--- config.mk ---
export PLATFORM = sky130hd
export DESIGN_NAME = sensor_bias_calibrator_flat
export DESIGN_NICKNAME = d
export VERILOG_FILES = /design/src/rtl/sbc_pkg.sv /design/src/rtl/sbc_intf.sv /design/src/rtl/sbc_divider.sv /design/src/rtl/sensor_bias_calibrator.sv /design/src/flat_wrapper.sv
export VERILOG_INCLUDE_DIRS = /design/src /design/src/rtl
export SDC_FILE = /design/constraint.sdc
export NUM_CORES = 2
export LEC_CHECK = 0
export BUFFER_PORTS_ARGS = -buffer_cell sky130_fd_sc_hd__buf_2
export CORE_UTILIZATION = 57
export CTS_CLUSTER_DIAMETER = 80
export CTS_CLUSTER_SIZE = 30
export DETAILED_ROUTE_END_ITERATION = 7
export PLACE_DENSITY = 0.78
export SYNTH_ARGS = -nofsm -noshare
export SYNTH_HDL_FRONTEND = slang
export SYNTH_SLANG_ARGS = --single-unit
--- constraint.sdc ---
create_clock -name clk_i -period 9 [get_ports clk_i]
set_clock_uncertainty 0.15 [all_clocks]
set_input_delay 0.45 -clock clk_i [delete_from_list [all_inputs] [get_ports clk_i]]
set_output_delay 0.45 -clock clk_i [all_outputs]
set_load 0.005 [all_outputs]
--- src/rtl/assert_macros.svh ---
// ----------------------------------------------------------------------------
// Assertion macros shared by the calibrator RTL
// Clocked property checks with and without the reset qualifier.
// ----------------------------------------------------------------------------
`ifndef ASSERT_MACROS_SVH
`define ASSERT_MACROS_SVH

// Check on every clk_i edge outside reset
`define SBC_ASSERT(label, prop, msg) \
  label: assert property (@(posedge clk_i) disable iff (!rst_ni) (prop)) \
    else $error(msg);

// Check on every clk_i edge, reset included
`define SBC_ASSERT_ALWAYS(label, prop, msg) \
  label: assert property (@(posedge clk_i) (prop)) else $error(msg);

`endif

--- src/rtl/sbc_pkg.sv ---
// ----------------------------------------------------------------------------
// sbc_pkg
// Constants, types and helper functions of the sensor bias calibrator.
// ----------------------------------------------------------------------------
`timescale 1ns / 1ps

package sbc_pkg;

  // Channel layout
  localparam int CHANNELS    = 6;   // channels that take part in calibration
  localparam int NUM_SAMPLES = 6;   // sample fields on the port
  localparam int SAMPLE_BITS = 24;

  // Register and arithmetic widths
  localparam int CFG_BITS     = 23;  // widest register
  localparam int CFG_IDX_BITS = 2;
  localparam int CNT_BITS     = 11;  // stable_count, run length, divisor
  localparam int SUM_BITS     = SAMPLE_BITS + CNT_BITS;  // signed run sum
  localparam int DVD_BITS     = SUM_BITS - 1;            // sum magnitude
  localparam int QUO_BITS     = SAMPLE_BITS;             // mean magnitude
  localparam int REM_BITS     = CNT_BITS;
  localparam int STEP_W       = $clog2(QUO_BITS + 1);
  localparam int CH_W         = (CHANNELS > 1) ? $clog2(CHANNELS) : 1;

  typedef logic signed [SAMPLE_BITS-1:0] smp_t;
  typedef logic signed [SUM_BITS-1:0]    sum_t;
  typedef logic [CNT_BITS-1:0]           run_t;
  typedef logic [CH_W-1:0]               ch_t;

  localparam run_t RUN_MAX = '1;
  localparam smp_t SMP_MAX = {1'b0, {(SAMPLE_BITS-1){1'b1}}};
  localparam smp_t SMP_MIN = {1'b1, {(SAMPLE_BITS-1){1'b0}}};

  typedef enum logic [CFG_IDX_BITS-1:0] {
    CFG_STABLE_COUNT = 2'd0,
    CFG_TOLERANCE    = 2'd1,
    CFG_ZERO_BAND    = 2'd2
  } cfg_idx_e;

  typedef enum logic [2:0] {
    ST_IDLE,
    ST_CHECK,
    ST_DSTART,
    ST_DWAIT,
    ST_FINISH,
    ST_OUT
  } state_e;

  // Divider status back to the sequencer
  typedef struct packed {
    logic busy;
    logic done;
  } div_stat_t;

  // Magnitude of a sample, unsigned (most negative value maps to 2^(N-1))
  function automatic logic [SAMPLE_BITS-1:0] smp_mag(smp_t a);
    logic [SAMPLE_BITS-1:0] u;
    u = a;
    return a[SAMPLE_BITS-1] ? (~u + 1'b1) : u;
  endfunction

  // a - b saturated to the sample range
  function automatic smp_t sat_sub(smp_t a, smp_t b);
    logic signed [SAMPLE_BITS:0] d;
    d = {a[SAMPLE_BITS-1], a} - {b[SAMPLE_BITS-1], b};
    if (d[SAMPLE_BITS] != d[SAMPLE_BITS-1]) begin
      return d[SAMPLE_BITS] ? SMP_MIN : SMP_MAX;
    end
    return d[SAMPLE_BITS-1:0];
  endfunction

endpackage

--- src/rtl/sbc_intf.sv ---
// ----------------------------------------------------------------------------
// sbc_intf
// Valid/ready channels for sample items and corrected result items.
// ----------------------------------------------------------------------------
`timescale 1ns / 1ps

interface sbc_in_if;
  import sbc_pkg::*;

  logic valid;
  logic ready;
  smp_t sample_0;
  smp_t sample_1;
  smp_t sample_2;
  smp_t sample_3;
  smp_t sample_4;
  smp_t sample_5;
  smp_t flag_in;

  modport source (
    output valid, sample_0, sample_1, sample_2, sample_3, sample_4, sample_5,
           flag_in,
    input  ready
  );
  modport sink (
    input  valid, sample_0, sample_1, sample_2, sample_3, sample_4, sample_5,
           flag_in,
    output ready
  );
endinterface

interface sbc_out_if;
  import sbc_pkg::*;

  logic valid;
  logic ready;
  smp_t corrected_0;
  smp_t corrected_1;
  smp_t corrected_2;
  smp_t corrected_3;
  smp_t corrected_4;
  smp_t corrected_5;
  smp_t flag_out;

  modport source (
    output valid, corrected_0, corrected_1, corrected_2, corrected_3,
           corrected_4, corrected_5, flag_out,
    input  ready
  );
  modport sink (
    input  valid, corrected_0, corrected_1, corrected_2, corrected_3,
           corrected_4, corrected_5, flag_out,
    output ready
  );
endinterface

--- src/rtl/sbc_divider.sv ---
// ----------------------------------------------------------------------------
// sbc_divider
// Restoring divider, one quotient bit per cycle: sum magnitude / run length.
// ----------------------------------------------------------------------------
`timescale 1ns / 1ps
`include "assert_macros.svh"

module sbc_divider (
  input  logic                            clk_i,
  input  logic                            rst_ni,
  input  logic                            start_i,
  input  logic [sbc_pkg::DVD_BITS-1:0]    dividend_i,
  input  logic [sbc_pkg::CNT_BITS-1:0]    divisor_i,
  output logic [sbc_pkg::QUO_BITS-1:0]    quotient_o,
  output sbc_pkg::div_stat_t              stat_o
);
  import sbc_pkg::*;

  logic [REM_BITS-1:0] rem_q, rem_d;
  logic [QUO_BITS-1:0] quo_q, quo_d;
  logic [CNT_BITS-1:0] div_q;
  logic [STEP_W-1:0]   step_q;
  logic                busy_q;
  logic                done_q;

  logic [REM_BITS:0]   trial;
  logic [REM_BITS:0]   trial_sub;
  logic                fits;

  // One compare-subtract step; the quotient shifts in where the dividend
  // bits shift out
  always_comb begin
    trial     = {rem_q, quo_q[QUO_BITS-1]};
    trial_sub = trial - {1'b0, div_q};
    fits      = (trial >= {1'b0, div_q});
    rem_d     = fits ? trial_sub[REM_BITS-1:0] : trial[REM_BITS-1:0];
    quo_d     = {quo_q[QUO_BITS-2:0], fits};
  end

  // Control: step counter, busy and done pulse
  always_ff @(posedge clk_i or negedge rst_ni) begin
    if (!rst_ni) begin
      busy_q <= 1'b0;
      done_q <= 1'b0;
      step_q <= '0;
    end else begin
      done_q <= 1'b0;
      if (start_i) begin
        busy_q <= 1'b1;
        step_q <= STEP_W'(QUO_BITS);
      end else if (busy_q) begin
        step_q <= step_q - 1'b1;
        if (step_q == STEP_W'(1)) begin
          busy_q <= 1'b0;
          done_q <= 1'b1;
        end
      end
    end
  end

  // Datapath: the quotient is known to fit QUO_BITS, so the top dividend
  // bits seed the remainder
  always_ff @(posedge clk_i) begin
    if (start_i) begin
      rem_q <= REM_BITS'(dividend_i[DVD_BITS-1:QUO_BITS]);
      quo_q <= dividend_i[QUO_BITS-1:0];
      div_q <= divisor_i;
    end else if (busy_q) begin
      rem_q <= rem_d;
      quo_q <= quo_d;
    end
  end

  assign quotient_o  = quo_q;
  assign stat_o.busy = busy_q;
  assign stat_o.done = done_q;

  `SBC_ASSERT(a_rem_below_div, busy_q |-> (rem_q < div_q), "remainder reached divisor")
  `SBC_ASSERT(a_done_after_busy, done_q |-> $past(busy_q), "done without a running division")
  `SBC_ASSERT_ALWAYS(a_idle_in_reset, !rst_ni |-> (!busy_q && !done_q), "divider active in reset")

endmodule

--- src/rtl/sensor_bias_calibrator.sv ---
// Flow: once calibrated an item passes ST_CHECK and ST_OUT; an unstable sample
//   adds ST_FINISH; a stable sample while calibrating also runs the shared divider
//   for each channel in turn. One item at a time: a new item is accepted only in
//   ST_IDLE, and ST_OUT waits while the result register is full and not taken.
// Reset: bias, sums, previous sample and run count cleared, calibrating, stable_count
//   = 10, tolerance = zero_band = 0; a valid-index write clears the same state.
// ----------------------------------------------------------------------------
// sensor_bias_calibrator
// Per-channel offset calibration over a run of stable samples, then
// bias-corrected, saturated pass of every sample.
// ----------------------------------------------------------------------------
`timescale 1ns / 1ps
`include "assert_macros.svh"

module sensor_bias_calibrator (
  input  logic                                clk_i,
  input  logic                                rst_ni,
  input  logic                                cfg_we_i,
  input  logic [sbc_pkg::CFG_IDX_BITS-1:0]    cfg_idx_i,
  input  logic [sbc_pkg::CFG_BITS-1:0]        cfg_data_i,
  sbc_in_if.sink                              in_i,
  sbc_out_if.source                           res_o
);
  import sbc_pkg::*;

  localparam ch_t CH_LAST = CH_W'(CHANNELS - 1);

  // Registers
  state_e              state_q, state_d;
  run_t                stable_count_q;
  logic [CFG_BITS-1:0] tolerance_q;
  logic [CFG_BITS-1:0] zero_band_q;

  smp_t                smp_q  [NUM_SAMPLES];
  smp_t                flag_q;
  smp_t                prev_q [CHANNELS];
  sum_t                sum_q  [CHANNELS];
  smp_t                bias_q [CHANNELS];
  run_t                run_q;
  logic                done_q;
  ch_t                 ch_q;
  smp_t                flag_res_q;

  logic                out_valid_q;
  smp_t                corr_q [NUM_SAMPLES];
  smp_t                out_flag_q;

  // Combinational
  logic                accept;
  logic                cfg_hit;
  logic                nonzero;
  logic                close;
  logic                stable;
  run_t                run_inc;
  logic                load_out;
  logic                div_start;
  sum_t                sum_sel;
  sum_t                sum_abs;
  logic [QUO_BITS-1:0] quo;
  div_stat_t           div_stat;
  smp_t                corr_d [NUM_SAMPLES];

  assign accept = in_i.valid && in_i.ready;

  // Register write decode; unknown indexes are dropped
  always_comb begin
    case (cfg_idx_e'(cfg_idx_i))
      CFG_STABLE_COUNT,
      CFG_TOLERANCE,
      CFG_ZERO_BAND: cfg_hit = cfg_we_i;
      default:       cfg_hit = 1'b0;
    endcase
  end

  // Stability test, all channels side by side
  always_comb begin
    logic signed [SAMPLE_BITS:0] diff;
    logic [SAMPLE_BITS:0]        dmag;
    nonzero = 1'b0;
    close   = 1'b1;
    for (int i = 0; i < CHANNELS; i++) begin
      diff = {smp_q[i][SAMPLE_BITS-1], smp_q[i]} - {prev_q[i][SAMPLE_BITS-1], prev_q[i]};
      dmag = diff[SAMPLE_BITS] ? (~diff + 1'b1) : diff;
      if (smp_mag(smp_q[i]) > {1'b0, zero_band_q}) nonzero = 1'b1;
      if (dmag > {2'b00, tolerance_q}) close = 1'b0;
    end
    stable  = nonzero && close;
    run_inc = (run_q != RUN_MAX) ? run_q + 1'b1 : run_q;
  end

  // Divider operands for the channel in turn
  always_comb begin
    sum_sel = sum_q[ch_q];
    sum_abs = sum_sel[SUM_BITS-1] ? -sum_sel : sum_sel;
  end

  sbc_divider u_div (
    .clk_i      (clk_i),
    .rst_ni     (rst_ni),
    .start_i    (div_start),
    .dividend_i (sum_abs[DVD_BITS-1:0]),
    .divisor_i  (run_q),
    .quotient_o (quo),
    .stat_o     (div_stat)
  );

  // Sequencer: next state
  always_comb begin
    state_d = state_q;
    case (state_q)
      ST_IDLE:   if (accept) state_d = ST_CHECK;
      ST_CHECK: begin
        if (done_q)      state_d = ST_OUT;
        else if (stable) state_d = ST_DSTART;
        else             state_d = ST_FINISH;
      end
      ST_DSTART: state_d = ST_DWAIT;
      ST_DWAIT: begin
        if (div_stat.done) state_d = (ch_q == CH_LAST) ? ST_FINISH : ST_DSTART;
      end
      ST_FINISH: state_d = ST_OUT;
      ST_OUT:    if (!out_valid_q || res_o.ready) state_d = ST_IDLE;
      default:   state_d = ST_IDLE;
    endcase
  end

  // Sequencer: outputs
  always_comb begin
    in_i.ready = 1'b0;
    div_start  = 1'b0;
    load_out   = 1'b0;
    case (state_q)
      ST_IDLE:   in_i.ready = 1'b1;
      ST_DSTART: div_start  = 1'b1;
      ST_OUT:    load_out   = !out_valid_q || res_o.ready;
      default:   ;
    endcase
  end

  always_ff @(posedge clk_i or negedge rst_ni) begin
    if (!rst_ni) begin
      state_q <= ST_IDLE;
    end else begin
      state_q <= state_d;
    end
  end

  // Configuration and calibration state
  always_ff @(posedge clk_i or negedge rst_ni) begin
    if (!rst_ni) begin
      stable_count_q <= run_t'(10);
      tolerance_q    <= '0;
      zero_band_q    <= '0;
      run_q          <= '0;
      done_q         <= 1'b0;
      ch_q           <= '0;
      for (int i = 0; i < CHANNELS; i++) begin
        prev_q[i] <= '0;
        sum_q[i]  <= '0;
        bias_q[i] <= '0;
      end
    end else if (cfg_hit) begin
      case (cfg_idx_e'(cfg_idx_i))
        CFG_STABLE_COUNT: stable_count_q <= cfg_data_i[CNT_BITS-1:0];
        CFG_TOLERANCE:    tolerance_q    <= cfg_data_i;
        CFG_ZERO_BAND:    zero_band_q    <= cfg_data_i;
        default:          ;
      endcase
      run_q  <= '0;
      done_q <= 1'b0;
      for (int i = 0; i < CHANNELS; i++) begin
        prev_q[i] <= '0;
        sum_q[i]  <= '0;
        bias_q[i] <= '0;
      end
    end else begin
      case (state_q)
        ST_CHECK: begin
          if (!done_q) begin
            ch_q <= '0;
            for (int i = 0; i < CHANNELS; i++) begin
              prev_q[i] <= smp_q[i];
              if (stable) sum_q[i] <= sum_q[i] + SUM_BITS'(smp_q[i]);
              else        sum_q[i] <= '0;
            end
            run_q <= stable ? run_inc : '0;
          end
        end
        ST_DWAIT: begin
          if (div_stat.done) begin
            bias_q[ch_q] <= sum_sel[SUM_BITS-1] ? -smp_t'(quo) : smp_t'(quo);
            ch_q         <= ch_t'(ch_q + 1'b1);
          end
        end
        ST_FINISH: begin
          if (run_q >= stable_count_q) done_q <= 1'b1;
        end
        default: ;
      endcase
    end
  end

  // Item capture and flag result
  always_ff @(posedge clk_i) begin
    if (accept) begin
      smp_q[0] <= in_i.sample_0;
      smp_q[1] <= in_i.sample_1;
      smp_q[2] <= in_i.sample_2;
      smp_q[3] <= in_i.sample_3;
      smp_q[4] <= in_i.sample_4;
      smp_q[5] <= in_i.sample_5;
      flag_q   <= in_i.flag_in;
    end
    if (state_q == ST_CHECK && done_q) begin
      flag_res_q <= flag_q;
    end else if (state_q == ST_FINISH) begin
      flag_res_q <= (run_q >= stable_count_q) ? smp_t'(1) : '0;
    end
  end

  // Correction per field; unused channels pass the sample through
  for (genvar g = 0; g < NUM_SAMPLES; g++) begin : g_corr
    if (g < CHANNELS) begin : g_used
      assign corr_d[g] = sat_sub(smp_q[g], bias_q[g]);
    end else begin : g_pass
      assign corr_d[g] = smp_q[g];
    end
  end

  // Output register
  always_ff @(posedge clk_i or negedge rst_ni) begin
    if (!rst_ni) begin
      out_valid_q <= 1'b0;
    end else if (load_out) begin
      out_valid_q <= 1'b1;
    end else if (res_o.ready) begin
      out_valid_q <= 1'b0;
    end
  end

  always_ff @(posedge clk_i) begin
    if (load_out) begin
      corr_q     <= corr_d;
      out_flag_q <= flag_res_q;
    end
  end

  assign res_o.valid       = out_valid_q;
  assign res_o.corrected_0 = corr_q[0];
  assign res_o.corrected_1 = corr_q[1];
  assign res_o.corrected_2 = corr_q[2];
  assign res_o.corrected_3 = corr_q[3];
  assign res_o.corrected_4 = corr_q[4];
  assign res_o.corrected_5 = corr_q[5];
  assign res_o.flag_out    = out_flag_q;

  `SBC_ASSERT(a_start_when_free, div_start |-> !div_stat.busy, "divider started while busy")
  `SBC_ASSERT(a_divisor_nonzero, div_start |-> (run_q != '0), "division by empty run")
  `SBC_ASSERT(a_res_held, (res_o.valid && !res_o.ready) |=> (res_o.valid && $stable(res_o.flag_out)), "result item dropped while stalled")

endmodule

--- src/flat_wrapper.sv ---
// flat-port wrapper written by rule: the top's interface ports become plain ports
module sensor_bias_calibrator_flat import sbc_pkg::*;
  (clk_i, rst_ni, cfg_we_i, cfg_idx_i, cfg_data_i, in_i_valid, in_i_sample_0, in_i_sample_1, in_i_sample_2, in_i_sample_3, in_i_sample_4, in_i_sample_5, in_i_flag_in, in_i_ready, res_o_valid, res_o_corrected_0, res_o_corrected_1, res_o_corrected_2, res_o_corrected_3, res_o_corrected_4, res_o_corrected_5, res_o_flag_out, res_o_ready);
  sbc_in_if in_i_i ();
  sbc_out_if res_o_i ();
  input  logic clk_i;
  input  logic rst_ni;
  input  logic cfg_we_i;
  input  logic [sbc_pkg::CFG_IDX_BITS-1:0] cfg_idx_i;
  input  logic [sbc_pkg::CFG_BITS-1:0] cfg_data_i;
  input wire logic [$bits(in_i_i.valid)-1:0] in_i_valid;
  input wire logic [$bits(in_i_i.sample_0)-1:0] in_i_sample_0;
  input wire logic [$bits(in_i_i.sample_1)-1:0] in_i_sample_1;
  input wire logic [$bits(in_i_i.sample_2)-1:0] in_i_sample_2;
  input wire logic [$bits(in_i_i.sample_3)-1:0] in_i_sample_3;
  input wire logic [$bits(in_i_i.sample_4)-1:0] in_i_sample_4;
  input wire logic [$bits(in_i_i.sample_5)-1:0] in_i_sample_5;
  input wire logic [$bits(in_i_i.flag_in)-1:0] in_i_flag_in;
  output wire logic [$bits(in_i_i.ready)-1:0] in_i_ready;
  output wire logic [$bits(res_o_i.valid)-1:0] res_o_valid;
  output wire logic [$bits(res_o_i.corrected_0)-1:0] res_o_corrected_0;
  output wire logic [$bits(res_o_i.corrected_1)-1:0] res_o_corrected_1;
  output wire logic [$bits(res_o_i.corrected_2)-1:0] res_o_corrected_2;
  output wire logic [$bits(res_o_i.corrected_3)-1:0] res_o_corrected_3;
  output wire logic [$bits(res_o_i.corrected_4)-1:0] res_o_corrected_4;
  output wire logic [$bits(res_o_i.corrected_5)-1:0] res_o_corrected_5;
  output wire logic [$bits(res_o_i.flag_out)-1:0] res_o_flag_out;
  input wire logic [$bits(res_o_i.ready)-1:0] res_o_ready;
  assign in_i_i.valid = in_i_valid;
  assign in_i_i.sample_0 = in_i_sample_0;
  assign in_i_i.sample_1 = in_i_sample_1;
  assign in_i_i.sample_2 = in_i_sample_2;
  assign in_i_i.sample_3 = in_i_sample_3;
  assign in_i_i.sample_4 = in_i_sample_4;
  assign in_i_i.sample_5 = in_i_sample_5;
  assign in_i_i.flag_in = in_i_flag_in;
  assign in_i_ready = in_i_i.ready;
  assign res_o_valid = res_o_i.valid;
  assign res_o_corrected_0 = res_o_i.corrected_0;
  assign res_o_corrected_1 = res_o_i.corrected_1;
  assign res_o_corrected_2 = res_o_i.corrected_2;
  assign res_o_corrected_3 = res_o_i.corrected_3;
  assign res_o_corrected_4 = res_o_i.corrected_4;
  assign res_o_corrected_5 = res_o_i.corrected_5;
  assign res_o_flag_out = res_o_i.flag_out;
  assign res_o_i.ready = res_o_ready;
  sensor_bias_calibrator u_core (.clk_i(clk_i), .rst_ni(rst_ni), .cfg_we_i(cfg_we_i), .cfg_idx_i(cfg_idx_i), .cfg_data_i(cfg_data_i), .in_i(in_i_i), .res_o(res_o_i));
endmodule
# [Word level (Yosys, flattened, before mapping)]
# Memories as Yosys holds them, arrays and structs flattened.
# Cells that the tools add are included.
[word_totals] regBits=843 ram_bits=144 in_bits=198 out_inout_bits=170 elab_cells=271 mem_count=1
[op_classes] addsub=36 order_cmp=16 eq_ne=22 muxes=113 bitwise_logic=14 n_reduce_logical=27
[memory_table] name="u_core.smp_q" depth=6 width=24 rd=6 rd_clocked_by_memory_dff=0 wr=6 line="sensor_bias_calibrator.sv:34" source="smp_t smp_q [NUM_SAMPLES];"
[ops] cell="2-to-1 mux 144 bit" n=6
[ops] cell="2-to-1 mux 24 bit" n=30
[ops] cell="2-to-1 mux 210 bit" n=3
[ops] cell="subtractor 24 x 24 -> 25 bit" n=12
[ops] cell="2-to-1 mux 35 bit" n=8
[ops] cell="adder 35 x 24 -> 35 bit" n=6
[ops] cell="adder 25 x 1 -> 25 bit (second input constant)" n=6
[ops] cell="> comparator 25 x 23 -> 1 bit" n=6
[ops] cell="2-to-1 mux 25 bit" n=6
[ops] cell="NOT 25 bit" n=6
[ops] cell="adder 24 x 1 -> 24 bit (second input constant)" n=6
[ops] cell="bitwise mux 144 bit" n=1
[ops] cell="> comparator 24 x 23 -> 1 bit" n=6
[ops] cell="NOT 24 bit" n=6
[ops] cell="binary-select mux 35 bit (select 3 bit)" n=1
[ops] cell="demux 24 bit (select 3 bit)" n=1
[ops] cell="2-to-1 mux 11 bit" n=6
[ops] cell="2-to-1 mux 1 bit" n=36
[ops] cell="2-to-1 mux 34 bit" n=1
[ops] cell="negation 34 bit" n=1
[ops] cell="2-to-1 mux 3 bit" n=8
[ops] cell="negation 24 bit" n=1
[ops] cell="2-to-1 mux 10 bit" n=2
[ops] cell="one-hot mux 3 bit (6 select lines)" n=1
[ops] cell="other kinds (33)" n=62

# [Logic depth before layout (Yosys ltp)]
# An unclocked memory read counts as a cell.
[depth] word_depth=17 ltp_mapped=31 depth_no_buf=28

# [By module]
# Synthesis repeated with hierarchy kept, for this count alone.
[hier_totals] hier_cells=8264 hier_area_um2=75299.7
[by_module_without_submodules] module="sensor_bias_calibrator" instances=1 cells_per_inst=8043 area_each_um2=72478.3 seq_area_each_um2=25176.6
[by_module_without_submodules] module="sbc_divider" instances=1 cells_per_inst=221 area_each_um2=2821.5 seq_area_each_um2=1546.5

# [Least setup slack after synthesis]
# OpenSTA, ideal clock, no wires.
[synth_timing] path_kind="reg-to-reg" start="register u_core.state_q[0]" end="register u_core.corr_q (netlist bit u_core.res_o.corrected_0[0]) (enable)" setup_time_ns=0.699 arrival_time_ns=7.734 required_ns=8.151 setup_slack_ns=0.417 path_stages_with_launch=4 n_path_buf=1 period_less_slack_ns=8.583 path_cell_list="dfrtp_1 -> clkbuf_1 -> nand3_1 -> nor2_1"
[synth_via] elab_chain_cells=2
[synth_rtl] item="from (decl)" line="sensor_bias_calibrator.sv:29" source="state_e state_q, state_d;"
[synth_rtl] item="from (signal assigned)" line="sensor_bias_calibrator.sv:144" source="state_q <= state_d;"
[synth_rtl] item="== test 3 bit" line="sensor_bias_calibrator.sv:132" source="case (state_q)"
[synth_rtl] item="2-to-1 mux 1 bit" line="sensor_bias_calibrator.sv:132"
[synth_rtl] item="via u_core.load_out" line="sensor_bias_calibrator.sv:55" source="logic load_out;"
[synth_rtl] item="to (signal assigned)" line="sensor_bias_calibrator.sv:243" source="corr_q <= corr_d;"
[synth_rtl] item="to (decl)" line="sensor_bias_calibrator.sv:45" source="smp_t corr_q [NUM_SAMPLES];"
# The timed path passes the listed nets, and every way through them passes these cells.
# A chain may end at the register's enable or synchronous reset.

==> metrics <==
Longest Clk Path Bufs 3; hpwl dp 206 mm; DR vias/cell 6.49; Final ANT Viol Nets 0; final setup vio count 0; Worst-Margin Slew 1.23 ns; Worst Hold End u_core.stable_count_q[7]$_DFFE_PN0P_; Setup Fix Bufs, Post-CTS 0; Ys Warns 0; unrepaired setup endpoints after global routing false; Setup CP Type reg2reg; gpl congestion 1.03; initial antenna violation count 41; Peak supply drop 0.000289 V; crit end category register; Leak 0.0359 uW; Arrival @ worst endpoint 9.01 ns; Layout Area Growth over Synthesis 12.4%; final wirelength 281 mm; worst-skew pair later-pin latency 0.74 ns; Post-synth EDFFs 405; Layout Nets 10,074; hold path depth 4; Clock Sinks 987; FF-to-FF Start u_core.smp_q[2][0]$_DFFE_PP_; storage element area 26,700 um^2; Die X 365 um; setup TNS 0 ns; CTS Buf Count 67; maxcap violations 0; Reg2Reg Capture Point u_core.sum_q[9]$_DFFE_PN0P_; worst stage delay on the critical path 0.72 ns; Synth area leaders dfrtp_1, edfxtp_1, ha_1; first-pass GRT wire length 412 mm; total die area 133,000 um^2; Hold Crit Class in2reg; IO Port Bufs 367; I/O Pins 368; fin crit period 8.53 ns; 1st-iter DRT viols 7,962; design area 84,300 um^2; ys async rst share 58.9%; WL per Instance 25.9 um; max_slew headroom 17.5%; Setup WS post-layout 0.473 ns; final period utilization 94.7%; maximum clock frequency 117 MHz; #FFs+latches synth 987; Initial Utilization 57.7%; Slew Limit Fails 0; hold_sp cfg_idx_i[0]; most used cell, CP inv_1; final-layout fill cell count 10,588; slowest cell on the critical path o21ai_0; Startpoint Class register; height of the die 365 um; fin cells 10,880; All-Layer GR Usage 41.4%; share of layout cells above drive strength 1 9.34%; largest net degree at the start of global routing 183; routed vias 70,632; Seq/Total Area, Yosys 35.6%; highest fanout seen on the critical path 146; Placed Instances 10,524; TritonRoute pass-1 iters 7; PwrDens 279 nW/um^2; synthesized area per cell 8.83 um^2; R2R depth 27; cell accounting for the most synthesized area dfrtp_1; core area 130,000 um^2; Placed Area 79,700 um^2; GRT overflow 0; clock root cell clkbuf_16; Place WS 0.977 ns; Yosys cell types 92; CTS tree yes; Syn Nets 9,527; Post-route DRC 0; hold_buf cts 197; predominant post-synthesis flop cell dfrtp_1; Row Count 132; post-CTS resize count 0; Reg clk slew, reported paths 0.12 ns; vias in the first global route 66,089; Multi-input gate area 45,600 um^2; H-tree level count 3; top cell type's share of synthesized area 19.3%; synthesized cell area 75,000 um^2; Mapped Cells 8,501; FF-to-FF setup slack 0.47 ns; Worst Path Required 9.48 ns; endpoints failing hold 0; fin util 64.9%; status finished clean
## worst max path at each step
stage                     cells past startpoint                           from                               endpoint  slack (ns)
after floorplan                               3  u_core.state_q[0]$_DFFE_PN0P_  u_core.res_o.corrected_0[0]$_DFFE_PP_        0.42
after global placement                       29   u_core.smp_q[2][0]$_DFFE_PP_            u_core.run_q[5]$_DFFE_PN0P_        1.21
after detailed placement                     29   u_core.smp_q[2][0]$_DFFE_PP_           u_core.sum_q[69]$_DFFE_PN0P_        0.98
after CTS                                    29   u_core.smp_q[2][0]$_DFFE_PP_           u_core.sum_q[69]$_DFFE_PN0P_        0.95
after global routing                         29   u_core.smp_q[2][0]$_DFFE_PP_           u_core.sum_q[68]$_DFFE_PN0P_        0.34
final                                        27   u_core.smp_q[2][0]$_DFFE_PP_            u_core.sum_q[9]$_DFFE_PN0P_        0.47
## cell type report
type | count | share of cell area [%]
Multi-Input combinational cell | 6728 | 54.1
Sequential cell | 987 | 31.7
Timing Repair Buffer | 741 | 6.20
Tap cell | 1742 | 2.59
Inverter | 523 | 2.33
Clock buffer | 77 | 2.12
Clock inverter | 46 | 0.874
Antenna cell | 36 | 0.107
## cells in the final DEF (no fill, tap or decap), types with 218 or more instances in the layout
master and n:
nand2_1 1107, ha_1 809, a21oi_1 765, o21ai_0 594
dfrtp_1 578, inv_1 523, xnor2_1 446, nor2_1 434
edfxtp_1 405, buf_2 366, xor2_1 218
## registers in the layout, indices dropped and copies added (netlist names), 144 cells and up
register       count
u_core.sum_q     210
u_core.bias_q    144
u_core.prev_q    144
u_core.smp_q     144
## metrics by stage
stage | hold slack (ns) | total power (uW)
final | 0.0602 | 23500
after global routing | 0.0717 | 25000
after CTS | 0.00507 | 23100
after detailed placement | 0.256 | 19300
after global placement | 0.252 | 18900
after floorplan | 0.00441 | 15400
## cell usage after synthesis (all sizes together), types with 71 or more instances
library cell and number:
a211oi 74, a21o 175, a21oi 768, a31oi 77, and2 75, clkbuf 231
dfrtp 579, edfxtp 405, ha 809, inv 523, nand2 1108, nand2b 101
nand3 172, nand4 86, nor2 439, nor2b 100, nor3 147, o21a 86
o21ai 791, o31ai 79, or3 71, xnor2 457, xor2 229
## report_power, final
part           total, uW  internal, uW  leakage (uW)  switching (uW)
Sequential          6240          5660        0.0117             577
Clock               3640          1610       0.00120            2040
Combinational      13600          5090        0.0230            8540
Total              23500         12400        0.0359           11200
## logic make-up after synthesis
logic type,Yosys count,synth area share [%]
xor+xnor,686,8.01
compound gates,2534,20.6
mux,105,1.63
flops,987,35.6
buf+inv,786,3.96
fa+ha+maj,835,14.1
simple gates,2568,16.0
## critical path: cells and delay by family, from the launching register on
family | cells | cell delay [ns]
AO/OA/AOI/OAI | 10 | 3.01
AND/OR/NAND/NOR | 8 | 2.60
adder cells (fa/ha/maj) | 3 | 0.91
buffers and inverters | 4 | 0.62
flip-flops | 1 | 0.47
XOR/XNOR | 2 | 0.30
## routing by layer
| metal | part of all wire [%] | GRT usage, % | vias to the layer above |
|---|---|---|---|
| met5 | 0.063 | 0 | - |
| met4 | 7.6 | 27.9 | 24 |
| met3 | 12 | 11.7 | 884 |
| met2 | 42 | 61.5 | 3967 |
| met1 | 38 | 52.4 | 33922 |
| li1 | - | - | 31835 |
No activity file was read; power rests on OpenSTA's default activity.
